File: config.mk
export PLATFORM = sky130hd
export DESIGN_NAME = windowed_mode_filter
export DESIGN_NICKNAME = d
export VERILOG_FILES = /design/src/rtl/core/wmf_pkg.sv /design/src/rtl/core/windowed_mode_filter.sv /design/src/rtl/core/wmf_sample_ram.sv /design/src/rtl/core/wmf_mode_unit.sv
export SDC_FILE = /design/constraint.sdc
export NUM_CORES = 1
export LEC_CHECK = 0
export BUFFER_PORTS_ARGS = -buffer_cell sky130_fd_sc_hd__buf_2
export CAP_MARGIN = 20
export CORE_MARGIN = 2
export CORE_UTILIZATION = 25
export CTS_CLUSTER_SIZE = 24
export DETAILED_ROUTE_END_ITERATION = 10
export HOLD_SLACK_MARGIN = 0.15
export PLACE_DENSITY_LB_ADDON = 0.15
export SLEW_MARGIN = 20
export SYNTH_ARGS = -nofsm -noshare
export SYNTH_HDL_FRONTEND = slang
export SYNTH_SLANG_ARGS = --single-unit
File: constraint.sdc
create_clock -name i_clk -period 4.6 [get_ports i_clk]
set_input_delay 0.69 -clock i_clk [delete_from_list [all_inputs] [get_ports i_clk]]
set_output_delay 0.69 -clock i_clk [all_outputs]
set_load 0.02 [all_outputs]
File: src/rtl/core/wmf_pkg.sv
`timescale 1ns / 1ps
// ----------------------------------------------------------------------------
// wmf_pkg
// Shared constants and types for the windowed mode filter.
// ----------------------------------------------------------------------------
package wmf_pkg;

    localparam int WINDOW_SIZE = 16;
    localparam int SAMPLE_W    = 16;
    localparam int IDX_W       = (WINDOW_SIZE > 1) ? $clog2(WINDOW_SIZE) : 1;
    localparam int FILL_W      = $clog2(WINDOW_SIZE + 1);

    localparam logic [SAMPLE_W-1:0] CUTOFF_RESET = SAMPLE_W'(10000);

    typedef logic [SAMPLE_W-1:0] t_sample;
    typedef logic [IDX_W-1:0]    t_idx;
    typedef logic [FILL_W-1:0]   t_fill;

    typedef enum logic {
        TS_IDLE,
        TS_MODE
    } t_top_state;

    typedef enum logic [2:0] {
        MS_IDLE,
        MS_FETCH,
        MS_COUNT,
        MS_UPDATE,
        MS_DONE
    } t_mode_state;

    typedef struct packed {
        logic busy;
        logic done;
    } t_mode_stat;

endpackage

File: src/rtl/core/windowed_mode_filter.sv
`timescale 1ns / 1ps
// ----------------------------------------------------------------------------
// windowed_mode_filter
// Collects good readings into a window and emits the mode of the window
// (above cutoff, lowest on ties, zero if none) on the beat after it fills.
// ----------------------------------------------------------------------------
// a beat that finds the window not full is taken, and stored if good
// a beat that finds it full is held and starts the mode search, whose length is
//   set by the single match comparator scanning the window
// the result sits in an output register; input stalls while the search runs
// reset: synchronous active low, clears fill count, control and sets cutoff
module windowed_mode_filter (
    input  logic                  i_clk,
    input  logic                  i_rst_n,
    input  logic                  i_in_valid,
    output logic                  o_in_stall,
    input  logic [15:0]           i_sample,
    input  logic                  i_sample_ok,
    output logic                  o_out_valid,
    input  logic                  i_out_stall,
    output logic [15:0]           o_mode_value,
    input  logic                  i_cfg_valid,
    output logic                  o_cfg_ready,
    input  logic [15:0]           i_cfg_data
);

    localparam wmf_pkg::t_fill FULL_CNT = wmf_pkg::FILL_W'(wmf_pkg::WINDOW_SIZE);

    wmf_pkg::t_top_state r_state, n_state;
    wmf_pkg::t_fill      r_fill, n_fill;
    wmf_pkg::t_sample    r_cutoff;
    wmf_pkg::t_sample    r_held_sample;
    logic                r_held_ok;
    logic                r_out_valid, n_out_valid;
    wmf_pkg::t_sample    r_out_value;

    logic                w_in_acc;
    logic                w_out_acc;
    logic                w_full;
    logic                w_start;
    logic                w_wr_en;
    wmf_pkg::t_idx       w_wr_addr;
    wmf_pkg::t_sample    w_wr_data;
    wmf_pkg::t_idx       w_rd_addr_a;
    wmf_pkg::t_idx       w_rd_addr_b;
    wmf_pkg::t_sample    w_rd_data_a;
    wmf_pkg::t_sample    w_rd_data_b;
    wmf_pkg::t_mode_stat w_stat;
    wmf_pkg::t_sample    w_mode_value;

    assign w_full     = (r_fill == FULL_CNT);
    // a full window needs the output slot free before it can take the beat
    assign o_in_stall = !((r_state == wmf_pkg::TS_IDLE) && !(w_full && r_out_valid));
    assign w_in_acc   = i_in_valid && !o_in_stall;
    assign w_out_acc  = r_out_valid && !i_out_stall;
    assign w_start    = w_in_acc && w_full;
    assign o_cfg_ready = 1'b1;

    always_ff @(posedge i_clk) begin
        if (!i_rst_n) begin
            r_state     <= wmf_pkg::TS_IDLE;
            r_fill      <= '0;
            r_out_valid <= 1'b0;
            r_cutoff    <= wmf_pkg::CUTOFF_RESET;
        end else begin
            r_state     <= n_state;
            r_fill      <= n_fill;
            r_out_valid <= n_out_valid;
            if (i_cfg_valid && o_cfg_ready) begin
                r_cutoff <= i_cfg_data;
            end
        end
        if (w_start) begin
            r_held_sample <= i_sample;
            r_held_ok     <= i_sample_ok;
        end
        if (w_stat.done) begin
            r_out_value <= w_mode_value;
        end
    end

    always_comb begin
        n_state     = r_state;
        n_fill      = r_fill;
        n_out_valid = r_out_valid;
        w_wr_en     = 1'b0;
        w_wr_addr   = r_fill[wmf_pkg::IDX_W-1:0];
        w_wr_data   = i_sample;
        if (w_out_acc) begin
            n_out_valid = 1'b0;
        end
        unique case (r_state)
            wmf_pkg::TS_IDLE: begin
                if (w_start) begin
                    n_state = wmf_pkg::TS_MODE;
                end else if (w_in_acc && i_sample_ok) begin
                    w_wr_en = 1'b1;
                    n_fill  = r_fill + 1'b1;
                end
            end
            wmf_pkg::TS_MODE: begin
                if (w_stat.done) begin
                    n_out_valid = 1'b1;
                    n_state     = wmf_pkg::TS_IDLE;
                    // window restarts, a good held beat lands in the first slot
                    w_wr_addr   = '0;
                    w_wr_data   = r_held_sample;
                    w_wr_en     = r_held_ok;
                    n_fill      = r_held_ok ? wmf_pkg::FILL_W'(1) : '0;
                end
            end
            default: begin
                n_state = wmf_pkg::TS_IDLE;
            end
        endcase
    end

    wmf_sample_ram u_ram (
        .i_clk       (i_clk),
        .i_wr_en     (w_wr_en),
        .i_wr_addr   (w_wr_addr),
        .i_wr_data   (w_wr_data),
        .i_rd_addr_a (w_rd_addr_a),
        .i_rd_addr_b (w_rd_addr_b),
        .o_rd_data_a (w_rd_data_a),
        .o_rd_data_b (w_rd_data_b)
    );

    wmf_mode_unit u_mode (
        .i_clk        (i_clk),
        .i_rst_n      (i_rst_n),
        .i_start      (w_start),
        .i_cutoff     (r_cutoff),
        .i_rd_data_a  (w_rd_data_a),
        .i_rd_data_b  (w_rd_data_b),
        .o_rd_addr_a  (w_rd_addr_a),
        .o_rd_addr_b  (w_rd_addr_b),
        .o_stat       (w_stat),
        .o_mode_value (w_mode_value)
    );

    assign o_out_valid  = r_out_valid;
    assign o_mode_value = r_out_value;

`ifndef SYNTHESIS
    a_fill_bound: assert property (@(posedge i_clk) disable iff (!i_rst_n)
        r_fill <= FULL_CNT)
        else $error("fill count beyond window size");

    a_full_starts: assert property (@(posedge i_clk) disable iff (!i_rst_n)
        w_start |=> (r_state == wmf_pkg::TS_MODE) && w_stat.busy)
        else $error("full window beat did not start the mode search");

    a_done_emits: assert property (@(posedge i_clk) disable iff (!i_rst_n)
        (r_state == wmf_pkg::TS_MODE) && w_stat.done |=> o_out_valid && (r_fill <= 1))
        else $error("mode result not presented or window not restarted");

    a_unit_idle: assert property (@(posedge i_clk) disable iff (!i_rst_n)
        (r_state == wmf_pkg::TS_IDLE) |-> !w_stat.busy || w_start)
        else $error("mode unit busy while top is idle");
`endif

endmodule

File: src/rtl/core/wmf_sample_ram.sv
`timescale 1ns / 1ps
// ----------------------------------------------------------------------------
// wmf_sample_ram
// Window sample store: one write port, two registered read ports.
// ----------------------------------------------------------------------------
module wmf_sample_ram (
    input  logic             i_clk,
    input  logic             i_wr_en,
    input  wmf_pkg::t_idx    i_wr_addr,
    input  wmf_pkg::t_sample i_wr_data,
    input  wmf_pkg::t_idx    i_rd_addr_a,
    input  wmf_pkg::t_idx    i_rd_addr_b,
    output wmf_pkg::t_sample o_rd_data_a,
    output wmf_pkg::t_sample o_rd_data_b
);

    wmf_pkg::t_sample r_mem [wmf_pkg::WINDOW_SIZE];
    wmf_pkg::t_sample r_rd_a;
    wmf_pkg::t_sample r_rd_b;

    always_ff @(posedge i_clk) begin
        if (i_wr_en) begin
            r_mem[i_wr_addr] <= i_wr_data;
        end
        r_rd_a <= r_mem[i_rd_addr_a];
        r_rd_b <= r_mem[i_rd_addr_b];
    end

    assign o_rd_data_a = r_rd_a;
    assign o_rd_data_b = r_rd_b;

endmodule

File: src/rtl/core/wmf_mode_unit.sv
`timescale 1ns / 1ps
// ----------------------------------------------------------------------------
// wmf_mode_unit
// Sequenced mode search: for each entry, counts matches over the window
// with one shared comparator and keeps the best candidate.
// ----------------------------------------------------------------------------
module wmf_mode_unit (
    input  logic                i_clk,
    input  logic                i_rst_n,
    input  logic                i_start,
    input  wmf_pkg::t_sample    i_cutoff,
    input  wmf_pkg::t_sample    i_rd_data_a,
    input  wmf_pkg::t_sample    i_rd_data_b,
    output wmf_pkg::t_idx       o_rd_addr_a,
    output wmf_pkg::t_idx       o_rd_addr_b,
    output wmf_pkg::t_mode_stat o_stat,
    output wmf_pkg::t_sample    o_mode_value
);

    localparam wmf_pkg::t_idx  LAST_IDX = wmf_pkg::IDX_W'(wmf_pkg::WINDOW_SIZE - 1);
    localparam wmf_pkg::t_fill FULL_CNT = wmf_pkg::FILL_W'(wmf_pkg::WINDOW_SIZE);

    wmf_pkg::t_mode_state r_state, n_state;
    wmf_pkg::t_idx        r_i, n_i;
    wmf_pkg::t_fill       r_j, n_j;
    wmf_pkg::t_fill       r_cnt, n_cnt;
    wmf_pkg::t_fill       r_best_cnt, n_best_cnt;
    wmf_pkg::t_sample     r_best_val, n_best_val;

    logic w_match;
    logic w_better;

    // the one shared equality compare used by the inner scan
    assign w_match  = (i_rd_data_b == i_rd_data_a);
    assign w_better = (i_rd_data_a > i_cutoff) &&
                      ((r_cnt > r_best_cnt) ||
                       ((r_cnt == r_best_cnt) && (i_rd_data_a < r_best_val)));

    always_ff @(posedge i_clk) begin
        if (!i_rst_n) begin
            r_state <= wmf_pkg::MS_IDLE;
        end else begin
            r_state <= n_state;
        end
        r_i        <= n_i;
        r_j        <= n_j;
        r_cnt      <= n_cnt;
        r_best_cnt <= n_best_cnt;
        r_best_val <= n_best_val;
    end

    always_comb begin
        n_state    = r_state;
        n_i        = r_i;
        n_j        = r_j;
        n_cnt      = r_cnt;
        n_best_cnt = r_best_cnt;
        n_best_val = r_best_val;
        unique case (r_state)
            wmf_pkg::MS_IDLE: begin
                if (i_start) begin
                    n_i        = '0;
                    n_best_cnt = '0;
                    n_best_val = '0;
                    n_state    = wmf_pkg::MS_FETCH;
                end
            end
            wmf_pkg::MS_FETCH: begin
                n_j     = '0;
                n_cnt   = '0;
                n_state = wmf_pkg::MS_COUNT;
            end
            wmf_pkg::MS_COUNT: begin
                // read data is registered, so it belongs to the previous address
                if (r_j != '0 && w_match) begin
                    n_cnt = r_cnt + 1'b1;
                end
                if (r_j == FULL_CNT) begin
                    n_state = wmf_pkg::MS_UPDATE;
                end else begin
                    n_j = r_j + 1'b1;
                end
            end
            wmf_pkg::MS_UPDATE: begin
                if (w_better) begin
                    n_best_cnt = r_cnt;
                    n_best_val = i_rd_data_a;
                end
                if (r_i == LAST_IDX) begin
                    n_state = wmf_pkg::MS_DONE;
                end else begin
                    n_i     = r_i + 1'b1;
                    n_state = wmf_pkg::MS_FETCH;
                end
            end
            wmf_pkg::MS_DONE: begin
                n_state = wmf_pkg::MS_IDLE;
            end
            default: begin
                n_state = wmf_pkg::MS_IDLE;
            end
        endcase
    end

    assign o_rd_addr_a  = r_i;
    assign o_rd_addr_b  = r_j[wmf_pkg::IDX_W-1:0];
    assign o_stat.busy  = (r_state != wmf_pkg::MS_IDLE);
    assign o_stat.done  = (r_state == wmf_pkg::MS_DONE);
    assign o_mode_value = r_best_val;

endmodule

# Yosys cells after proc, flatten, opt, wreduce, memory -nomap -nowiden
# Memory sizes are Yosys's and may differ from the RTL's. A register that Yosys moved wholly into a read port is not among the register bits.
# Index checks and enable logic that the tools add are counted.
op_classes:
  addsub: 4
  mul: 0
  div: 0
  order_cmp: 3
  n_eq_ne: 18
  shifts: 0
  muxes: 38
  bitwise: 1
  reduce_logical: 23
ops:
  columns: ["operator", "n"]
  rows:
  - ["2-to-1 mux 16 bit", 4]
  - ["one-hot mux 5 bit (2 select lines)", 4]
  - ["2-to-1 mux 5 bit", 7]
  - ["one-hot mux 16 bit (2 select lines)", 1]
  - ["== test 16 bit", 1]
  - ["greater-than comparator 16 bit", 1]
  - ["< comparator 16 bit", 1]
  - ["2-to-1 mux 4 bit", 4]
  - ["adder 5 x 1 -> 5 bit, second input constant", 3]
  - ["inequality test 2 x 1 -> 1 bit, second input constant", 6]
  - ["one-hot mux 3 bit (4 select lines)", 1]
  - ["2-to-1 mux 1 bit", 11]
  - ["== test 5 bit, second input constant", 2]
  - ["logical AND 1 bit", 9]
  - ["2-to-1 mux 3 bit", 3]
  - ["AND reduction 3 bit", 3]
  - ["one-hot mux 4 bit (2 select lines)", 1]
  - ["== test 3 x 2 -> 1 bit, second input constant", 2]
  - ["inequality test 2 bit, second input constant", 3]
  - ["AND reduction 2 bit", 3]
  - ["== test 5 bit", 1]
  - ["greater-than comparator 5 bit", 1]
  - ["nonzero test 5 bit", 1]
  - ["adder 4 x 1 -> 4 bit, second input constant", 1]
  - ["other kinds (9)", 13]
totals:
  regBits: 94
  latch_bits: 0
  ram_bits: 256
  rom_bits: 0
  inputBits: 38
  memories: 1
mem_list:
  columns: ["name", "depth", "width", "rd", "rd_ports_with_merged_regs", "write_ports", "line_no", "rtl"]
  rows:
  - ["u_ram.r_mem", 16, 16, 2, 2, 1, "wmf_sample_ram.sv:17", "wmf_pkg::t_sample r_mem [wmf_pkg::WINDOW_SIZE];"]

# Longest topological paths before layout
# Gate-level depths: netlist of run 1.
depth:
  depth_word: 11
  ltp_mapped: 9

# Modules after synthesis
# A second synthesis of run 1 with hierarchy kept.
unflattened:
  cells_unflattened: 1016
  hier_area_um2: 17347.9
modules_own_cells:
  columns: ["mod", "n_inst", "cells_per_inst", "area_per_inst_um2", "seq_area_each_um2"]
  rows:
  - ["wmf_sample_ram", 1, 585, 12369.4, 8328.0]
  - ["wmf_mode_unit", 1, 276, 2741.4, 1111.1]
  - ["windowed_mode_filter", 1, 155, 2237.1, 1451.4]

# Worst setup path after synthesis of run 1
# OpenSTA, ideal clock, no wires.
synth_timing:
  path_type: "register -> register"
  start: "register u_mode.r_best_val[2], in the netlist u_mode.o_mode_value[2]"
  end: "register u_mode.r_best_val[0], in the netlist u_mode.o_mode_value[0] (enable)"
  setup_ns: 0.432
  t_arrival_ns: 2.954
  path_slack_ns: 1.215
  path_stages_with_launch: 7
  path_buffers: 0
  cell_sequence: "edfxtp_1 -> inv_1 -> ha_1 -> a211oi_1 -> a211oi_1 -> o311a_1 -> o31ai_1"
synth_via:
  elab_chain_cells: 6
synth_rtl:
  columns: ["element", "line_no", "rtl"]
  rows:
  - ["start, declared", "wmf_mode_unit.sv:28", "wmf_pkg::t_sample r_best_val, n_best_val;"]
  - ["start signal, assigned", "wmf_mode_unit.sv:49", "r_best_val <= n_best_val;"]
  - ["< comparator 16 bit", "wmf_mode_unit.sv:37", "((r_cnt == r_best_cnt) && (i_rd_data_a < r_best_val)));"]
  - ["logical AND 1 bit", "wmf_mode_unit.sv:37", null]
  - ["logical OR 1 bit", "wmf_mode_unit.sv:36", "((r_cnt > r_best_cnt) ||"]
  - ["logical AND 1 bit", "wmf_mode_unit.sv:35", "assign w_better = (i_rd_data_a > i_cutoff) &&"]
  - ["inequality test 2 x 1 -> 1 bit (no line)", null, null]
  - ["AND reduction 3 bit (no line)", null, null]
# Every way passes these cells.
# A chain may end at the register's enable or synchronous reset.

# Final worst setup path of run 1
layout_timing:
  start: "register r_cutoff[11]"
  end: "register u_mode.r_best_val[8], in the netlist u_mode.o_mode_value[8] (enable)"
layout_via:
  elab_chain_cells: 4
layout_rtl:
  columns: ["element", "line_no", "rtl"]
  rows:
  - ["start, declared", "windowed_mode_filter.sv:31", "wmf_pkg::t_sample r_cutoff;"]
  - ["start signal, assigned", "windowed_mode_filter.sv:64", "r_cutoff <= wmf_pkg::CUTOFF_RESET;"]
  - ["start signal, assigned", "windowed_mode_filter.sv:70", "r_cutoff <= i_cfg_data;"]
  - ["greater-than comparator 16 bit", "wmf_mode_unit.sv:35", null]
  - ["logical AND 1 bit", "wmf_mode_unit.sv:35", null]
  - ["inequality test 2 x 1 -> 1 bit (no line)", null, null]
  - ["AND reduction 3 bit (no line)", null, null]
# Every way passes these cells.

==> results of run 1 <==
-- critical path: stages (launching register included) --
cell       delay, ps
dfxtp_1          330
inv_1             40
ha_1             300
nand4_1          240
a2111oi_0        410
nor4b_1          150
o31ai_4          550
buf_4            310
-- power groups by stage --
stage          Combinational (mW)  Clock (mW)  Sequential [mW]
6_report                    0.130        3.50             3.78
5_1_grt                     0.148        3.76             3.78
4_1_cts                     0.135        3.64             3.78
3_5_place_dp                0.134           0             3.85
3_3_place_gp                0.133           0             3.85
2_1_floorplan              0.0752           0             3.84
-- synthesized netlist by cell type (all sizes together) (6+ instances only) --
cell type	count	area share
buf	34	0.013
ha	42	0.031
o211ai	7	0.0031
nand2b	7	0.0026
nor3	9	0.0026
clkbuf	19	0.0042
nand3	13	0.0038
nand4	11	0.0040
nand2	18	0.0040
nor4	6	0.0022
a21oi	15	0.0044
xnor2	10	0.0051
xor2	17	0.0087
nor2	52	0.011
dfxtp	58	0.068
mux2	16	0.011
inv	47	0.010
mux2i	12	0.0070
and2	21	0.0077
edfxtp	324	0.57
mux4	160	0.21
-- area by class of cell --
type                    instances  area, um2
flip-flops and latches        382      10900
fillers                      6616      47400
repair buffers                 88        548
multi-input cells             453       5790
inverters                      47        176
diodes                          2       5.00
clock inverters                20        168
clock buffers                  66       1290
well taps                     873       1090
-- worst min-delay path by stage --
stage	from	endpoint	slack, ps	cells after the start
CTS	i_sample[3]	r_held_sample[3]	250	1
detailed placement	u_mode.o_mode_value[8]	o_mode_value[8]	440	0
finish	i_sample[3]	r_held_sample[3]	290	1
floorplan	u_mode.o_mode_value[10]	o_mode_value[10]	430	0
global placement	u_mode.o_mode_value[2]	o_mode_value[2]	440	0
global route	i_sample[3]	r_held_sample[3]	260	1
-- logic make-up (layout without fill, tap and decap cells) --
kind of cell	after synthesis	in the layout	synth area share
compound gates	46	46	0.0175
xor+xnor	27	27	0.0138
fa+ha+maj	42	42	0.0308
buf+inv	100	221	0.0278
flops	382	382	0.638
mux	188	188	0.229
other cells	1	3	0.000220
simple gates	149	149	0.0439
-- through the flow --
stage | util | worst slack (ps) | cells | hold WS, ps
3_3_place_gp | 0.275 | 1960 | 1843 | 440
5_1_grt | 0.296 | 1750 | 1929 | 263
4_1_cts | 0.296 | 1890 | 1929 | 247
2_1_floorplan | - | 1210 | 935 | 426
6_report | 0.296 | 1960 | 1931 | 292
3_5_place_dp | 0.275 | 1910 | 1843 | 439
-- sequential cells by signal (all words and copies together), names as in the netlist, 16 cells and up --
register / flops
o_mode_value: 16
r_cutoff: 16
r_held_sample: 16
u_mode.o_mode_value: 16
u_ram.o_rd_data_a: 16
u_ram.o_rd_data_b: 16
u_ram.r_mem: 256
-- routing by layer --
layer | up-vias | global-route usage | wire (um)
li1 | 3942 | - | -
met1 | 4707 | 0.181 | 21300
met2 | 180 | 0.216 | 21900
met3 | 68 | 0.0226 | 1810
met4 | 0 | 0.0434 | 1180
met5 | - | 0 | 0
==> reports/metrics.yaml, run 1 <==
power:
  power.leakage_nw: 6.69
  ir_drop_mv: 0.259
  combPwrFrac: 0.018
  power_frac_clock: 0.473
  p_sw_mw: 1.54
  p_int_mw: 5.87
  pwr-share-seq: 0.510
  p_sw_frac: 0.208
  finalPower_mw: 7.41
  power_density_nw_per_um2: 371
synth:
  yosys_warnings: 0
  async_flop_share: 0
  synth_edf_count: 324
  syn_area_um2: 17100
  syn_avg_cell_area_um2: 18.3
  seq_area_frac_synth: 0.638
  syn-instance-count: 935
  synth-main-ff-cell: "edfxtp_1"
  synth_cell_types: 45
  syn-num-nets: 1015
  ys_ff_latch: 382
sta:
  worst_slew_pin_slew_ps: 810
  slew-limit-headroom: 0.460
  setup_violations: 0
  clock_skew_ps: 20.9
  layout_min_cycle_time_ps: 2640
  drv_slew: 0
  timing.final.crit_share: 0.575
  fmaxAchievable_mhz: 378
  finalSetupTns_ps: 0
  rsz0062_at_grt: "false"
  hold_viol_final: 0
drt:
  drc: 0
  dr.pass1.iters: 5
  ant_nets: 0
  drtIter0Drc: 659
  wl_per_cell_um: 23.9
  vias: 8897
  routed_wl_um: 46100
  viasPerCell: 4.61
final_layout:
  synthToLayoutAreaGrowth_pct: 16.9
  final_common_cell: "edfxtp_1"
  nets: 1098
  final_cell_mix: "edfxtp_1 (324), mux4_2 (160), dfxtp_1 (58)"
  final_area_um2: 20000
  drive_gt1_frac: 0.330
setup_path:
  startpoint: "r_cutoff[11]"
  crit_path_max_fanout: 12
  critical_path_class: "register to register"
  cp-start-kind: "register"
  r2r-start: "r_cutoff[11]"
  worstPathRequired_ps: 4870
  reg2reg_depth: 7
  endpoint: "u_mode.o_mode_value[8]"
  reg2reg_slack_ps: 1960
  r2r_end: "u_mode.o_mode_value[8]"
  cp.arrival_ps: 2910
  cp-end-kind: "register"
placed_design:
  finalWeightedCongestion: 0.720
  placed_cell_area_um2: 18500
  hpwl_um: 27600
  io_buffer_count: 55
floorplanning:
  start_util: 0.253
  fp-row-count: 95
  core_area_um2: 67400
  fp.dieArea_um2: 70400
  dieHeight_um: 265
  ios: 57
  chipWidth_um: 265
global_route:
  grt_pass1_wl_um: 66900
  antenna_found_initial: 2
  grt_max_degree: 69
  grt_pass1_vias: 9540
  grt_overflow: 0
  grt_use_total: 0.133
cts:
  cts_buffers: 46
  cts_tree: "built"
  cts_sinks: 382
  clockBufferDepth: 3
  htree_levels: 2
  cts-hold-fix-buffers: 0
  clk-insertion-delay-late_ps: 580
  clk_pin_slew_worst_paths_ps: 60
  cts_setup_buffers: 0
  root_buffer: "clkbuf_16"
  cts_resized: 0
run:
  cap_violations: 0
hold_path:
  worstHoldPathType: "input port to register"
run_status:
  outcome: "completed"
(Power assumes the default switching activity.)
==> run 2: changes to the inputs <==
Clock period 4.6 ns to 2.2 ns, I/O delays scaled along.
==> reports/metrics.yaml, run 2 (synthesized netlist as in run 1, its figures left out) <==
drt:
  ant_nets: 0
  drtIter0Drc: 670
  wl_per_cell_um: 23.2
  drc: 0
  routed_wl_um: 47400
  viasPerCell: 4.54
  dr.pass1.iters: 5
  vias: 9253
sta:
  worst_slew_pin_slew_ps: 581
  drv_slew: 0
  finalSetupTns_ps: 0
  timing.final.crit_share: 0.996
  postLayoutSetupSlackWorst_ps: 7.86
  setup_violations: 0
  slew-limit-headroom: 0.613
  hold_viol_final: 0
  fmaxAchievable_mhz: 456
  layout_min_cycle_time_ps: 2190
  rsz0062_at_grt: "true"
  clock_skew_ps: 13.8
global_route:
  grt_use_total: 0.138
  grt_max_degree: 27
  grt_pass1_vias: 9856
  antenna_found_initial: 3
  grt_overflow: 0
  grt_pass1_wl_um: 69100
run_status:
  outcome: "completed"
cts:
  cts_tree: "built"
  cts_buffers: 47
  cts_setup_buffers: 0
  clockBufferDepth: 3
  root_buffer: "clkbuf_16"
  cts_sinks: 382
  clk-insertion-delay-late_ps: 600
  clk_pin_slew_worst_paths_ps: 60
  htree_levels: 2
final_layout:
  synthToLayoutAreaGrowth_pct: 25.8
  stdcell_count: 2038
  largest_reg_flops: 256
  final_cell_mix: "edfxtp_1 (324), mux4_2 (160), buf_4 (64)"
  nets: 1206
  final_common_cell: "edfxtp_1"
  drive_gt1_frac: 0.375
  diodes: 0
  top_register: "u_ram.r_mem"
placed_design:
  finalWeightedCongestion: 0.731
  post-place-ws_ps: -116
  io_buffer_count: 55
  hpwl_um: 29900
  dp.cells: 1910
run:
  cap_violations: 0
floorplanning:
  fp.dieArea_um2: 70400
  fp-row-count: 95
  start_util: 0.253
  core_area_um2: 67400
  chipWidth_um: 265
  ios: 57
  dieHeight_um: 265
setup_path:
  crit_path_max_fanout: 21
  cp.arrival_ps: 2540
  cp-end-kind: "register"
  critical_path_class: "register to register"
  cp-start-kind: "register"
  worstPathRequired_ps: 2550
hold_path:
  worstHoldPathType: "input port to register"
power:
  ir_drop_mv: 0.418
  power_density_nw_per_um2: 733
  power.leakage_nw: 7.38
[run 2: critical path: stages (launching register included)]
cell and delay, ps:
dfxtp_1 340, ha_1 310, nand4_1 180, buf_4 190, or4_4 510, nand4_1 150
o31ai_4 90, buf_12 180
[run 2: area by class of cell]
type / instances / area (um2)
multi-input combinational: 453 / 5960
clock inverter: 23 / 199
tap: 873 / 1090
timing repair buffer: 195 / 1880
inverter: 47 / 176
clock buffer: 65 / 1290
sequential: 382 / 10900
fill: 6487 / 45900
[run 2: timing repair]
| item | 4_1_cts | 5_1_grt |
|---|---|---|
| setup endpoints to repair | 21 | 26 |
| endpoints found under the hold margin | 37 | 0 |
| hold buffers | 40 | 0 |
| pin swaps | 2 | 0 |
| gates resized for setup | 5 | 8 |
[run 2: where the power goes]
part           switching, mW  internal, mW  total (mW)
logic                  0.205         0.165       0.370
registers             0.0193          7.88        7.89
clock network           3.10          4.37        7.48
[run 2: final timing paths]
path                          startpoint                 endpoint  slack (ps)  cells past startpoint
setup / recovery   u_ram.o_rd_data_a[11]  u_mode.o_mode_value[12]           8                      7
hold / removal                i_in_valid                  r_state         310                      5
setup reg to reg   u_ram.o_rd_data_a[11]  u_mode.o_mode_value[12]           8                      7
hold reg to reg   u_mode.o_mode_value[5]          o_mode_value[5]         450                      0
[run 2: layer usage]
| metal | track usage | share of wire | routed length, um |
|---|---|---|---|
| met3 | 0.0218 | 0.036 | 1700 |
| met4 | 0.0402 | 0.023 | 1110 |
| met1 | 0.180 | 0.44 | 20900 |
| met5 | 0 | 0 | 0 |
| met2 | 0.235 | 0.50 | 23700 |
[run 2: through the flow]
stage          cell area, um2  hold slack (ps)  power, mW   util
4_1_cts                 21400              302       16.0  0.318
3_5_place_dp            19500              432       8.36  0.290
2_1_floorplan           17300              426       8.21      -
5_1_grt                 21500              338       16.3  0.319
3_3_place_gp            19500              435       8.36  0.290
6_report                21500              309       15.7  0.319
==> run 3: changes to the inputs <==
Settings changed: BUFFER_PORTS_ARGS -buffer_cell sky130_fd_sc_hd__buf_2 to default, CORE_UTILIZATION 25 to 30, DONT_BUFFER_PORTS from default to 1.
==> reports/metrics.yaml, run 3 (synthesized netlist as in run 1, its figures left out) <==
run_status:
  outcome: "finished, violations left"
  violations: "negative setup slack"
global_route:
  grt_pass1_vias: 9844
  grt_use_total: 0.159
  antenna_found_initial: 5
  met2_usage: 0.273
  grt_max_degree: 24
  grt_pass1_wl_um: 67800
  grt.met3_usage: 0.0260
  met1_usage: 0.207
  busiest_layer: "met2"
  grt_overflow: 0
sta:
  clock_skew_ps: 19.3
  drv_slew: 0
  fmaxAchievable_mhz: 448
  rsz0062_at_grt: "true"
  worst_slew_pin_slew_ps: 1080
  hold_viol_final: 0
  setup_violations: 11
  postLayoutSetupSlackWorst_ps: -31.4
  fin_hold_ws_ps: 206
  timing.final.crit_share: 1.01
  layout_min_cycle_time_ps: 2230
  slew-limit-headroom: 0.279
final_layout:
  num-fill-cells: 5244
  diodes: 0
  final_common_cell: "edfxtp_1"
  nets: 1133
  fin_util: 0.372
  final_cell_mix: "edfxtp_1 (324), mux4_2 (160), dfxtp_1 (55)"
  top_register: "u_ram.r_mem"
  largest_reg_flops: 256
  synthToLayoutAreaGrowth_pct: 22.7
  stdcell_count: 1847
  drive_gt1_frac: 0.340
setup_path:
  path_cells: "inv_2, ha_4, a211oi_4, a211oi_2, o311a_1, o31ai_4, buf_6"
  crit_family: "compound AO/OA/AOI/OAI gates"
  slowest_delay_ps: 410
  cp-end-kind: "register"
  critical_path_class: "register to register"
  worstPathRequired_ps: 2470
  r2r-start: "u_mode.o_mode_value[2]"
  reg2reg_depth: 7
  crit_path_max_fanout: 11
  startpoint: "u_mode.o_mode_value[2]"
  reg2reg_slack_ps: -30
  cp.arrival_ps: 2500
  crit_cells: 7
  critPathBufInv: 2
  critPathSlowestCell: "o311a_1"
  r2r_end: "u_mode.o_mode_value[5]"
  endpoint: "u_mode.o_mode_value[5]"
  cp-start-kind: "register"
cts:
  cts_buffers: 46
  htree_levels: 2
  cts_tree: "built"
  clockBufferDepth: 3
  clk-insertion-delay-late_ps: 580
  clk_pin_slew_worst_paths_ps: 60
  root_buffer: "clkbuf_16"
  cts_sinks: 382
floorplanning:
  dieHeight_um: 243
  fp.dieArea_um2: 58900
  fp-row-count: 87
  start_util: 0.303
  chipWidth_um: 243
  core_area_um2: 56400
  ios: 57
drt:
  ant_nets: 0
  drtIter0Drc: 626
  wl_per_cell_um: 24.8
  drc: 0
  routed_wl_um: 45800
  dr.pass1.iters: 5
  viasPerCell: 4.88
  vias: 9014
power:
  power.leakage_nw: 7.10
  ir_drop_mv: 0.509
  power_density_nw_per_um2: 763
placed_design:
  io_buffer_count: 0
  hpwl_um: 28500
  dp.cells: 1723
  post-place-ws_ps: -127
  finalWeightedCongestion: 0.719
run:
  cap_violations: 0
hold_path:
  worstHoldPathType: "input port to register"
## run 3: cell count changes in the layout (fill, tap and decap cells not counted), sizes merged
| cell | change |
|---|---|
| buf | -68 |
| bufinv | +2 |
| clkbuf | -4 |
| clkinv | +2 |
| dlygate4sd3 | -4 |
| inv | -2 |
## run 3: repair_timing
action,CTS,global route
pin swaps,7,7
buffers inserted,2,1
hold buffers,36,0
hold endpoints to repair,199,0
setup endpoints to repair,21,21
resized for setup,11,7
cloned,1,0
## run 3: how the worst min path moves through the flow
stage                       startpoint           endpoint  slack [ps]  depth (start not counted)
6_report                   i_sample_ok          r_fill[0]         210                          4
5_1_grt                    i_sample_ok          r_fill[1]         210                          4
2_1_floorplan  u_mode.o_mode_value[10]   o_mode_value[10]         430                          0
3_5_place_dp              i_sample[14]  r_held_sample[14]         430                          0
3_3_place_gp               i_sample[7]   r_held_sample[7]         430                          0
4_1_cts                    i_sample_ok          r_fill[0]         170                          4
## run 3: area by class of cell
class | instances | area [um2] | share of cell area
Multi-Input combinational cell | 453 | 5960 | 0.284
Inverter | 47 | 176 | 0.00842
Clock inverter | 25 | 249 | 0.0119
Timing Repair Buffer | 123 | 1410 | 0.0672
Tap cell | 756 | 946 | 0.0451
Sequential cell | 382 | 10900 | 0.520
Clock buffer | 61 | 1320 | 0.0631
## run 3: through the flow
step	instance area (um2)	setup TNS, ps	total power, mW
after floorplan	17300	-9160	8.21
after global placement	18900	-2490	8.30
after detailed placement	18900	-2640	8.30
after CTS	21000	-650	16.3
after global routing	21000	-2290	16.5
final	21000	-282	16.0
## run 3: where the power goes
part           switching (mW)  internal (mW)
Combinational           0.188          0.134
Sequential             0.0198           7.87
Clock                    3.08           4.70
## run 3: per-layer routing
| layer | wire (um) | part of all wire |
|---|---|---|
| met4 | 1000 | 0.022 |
| met1 | 20000 | 0.44 |
| met2 | 23000 | 0.50 |
| met5 | 0 | 0 |
| met3 | 1750 | 0.038 |
## run 3: worst min-delay path, delay by kind of cell
family	cells	cell delay, ps
AO/OA/AOI/OAI	1	100
buffers and inverters	1	200
AND/OR/NAND/NOR	2	120
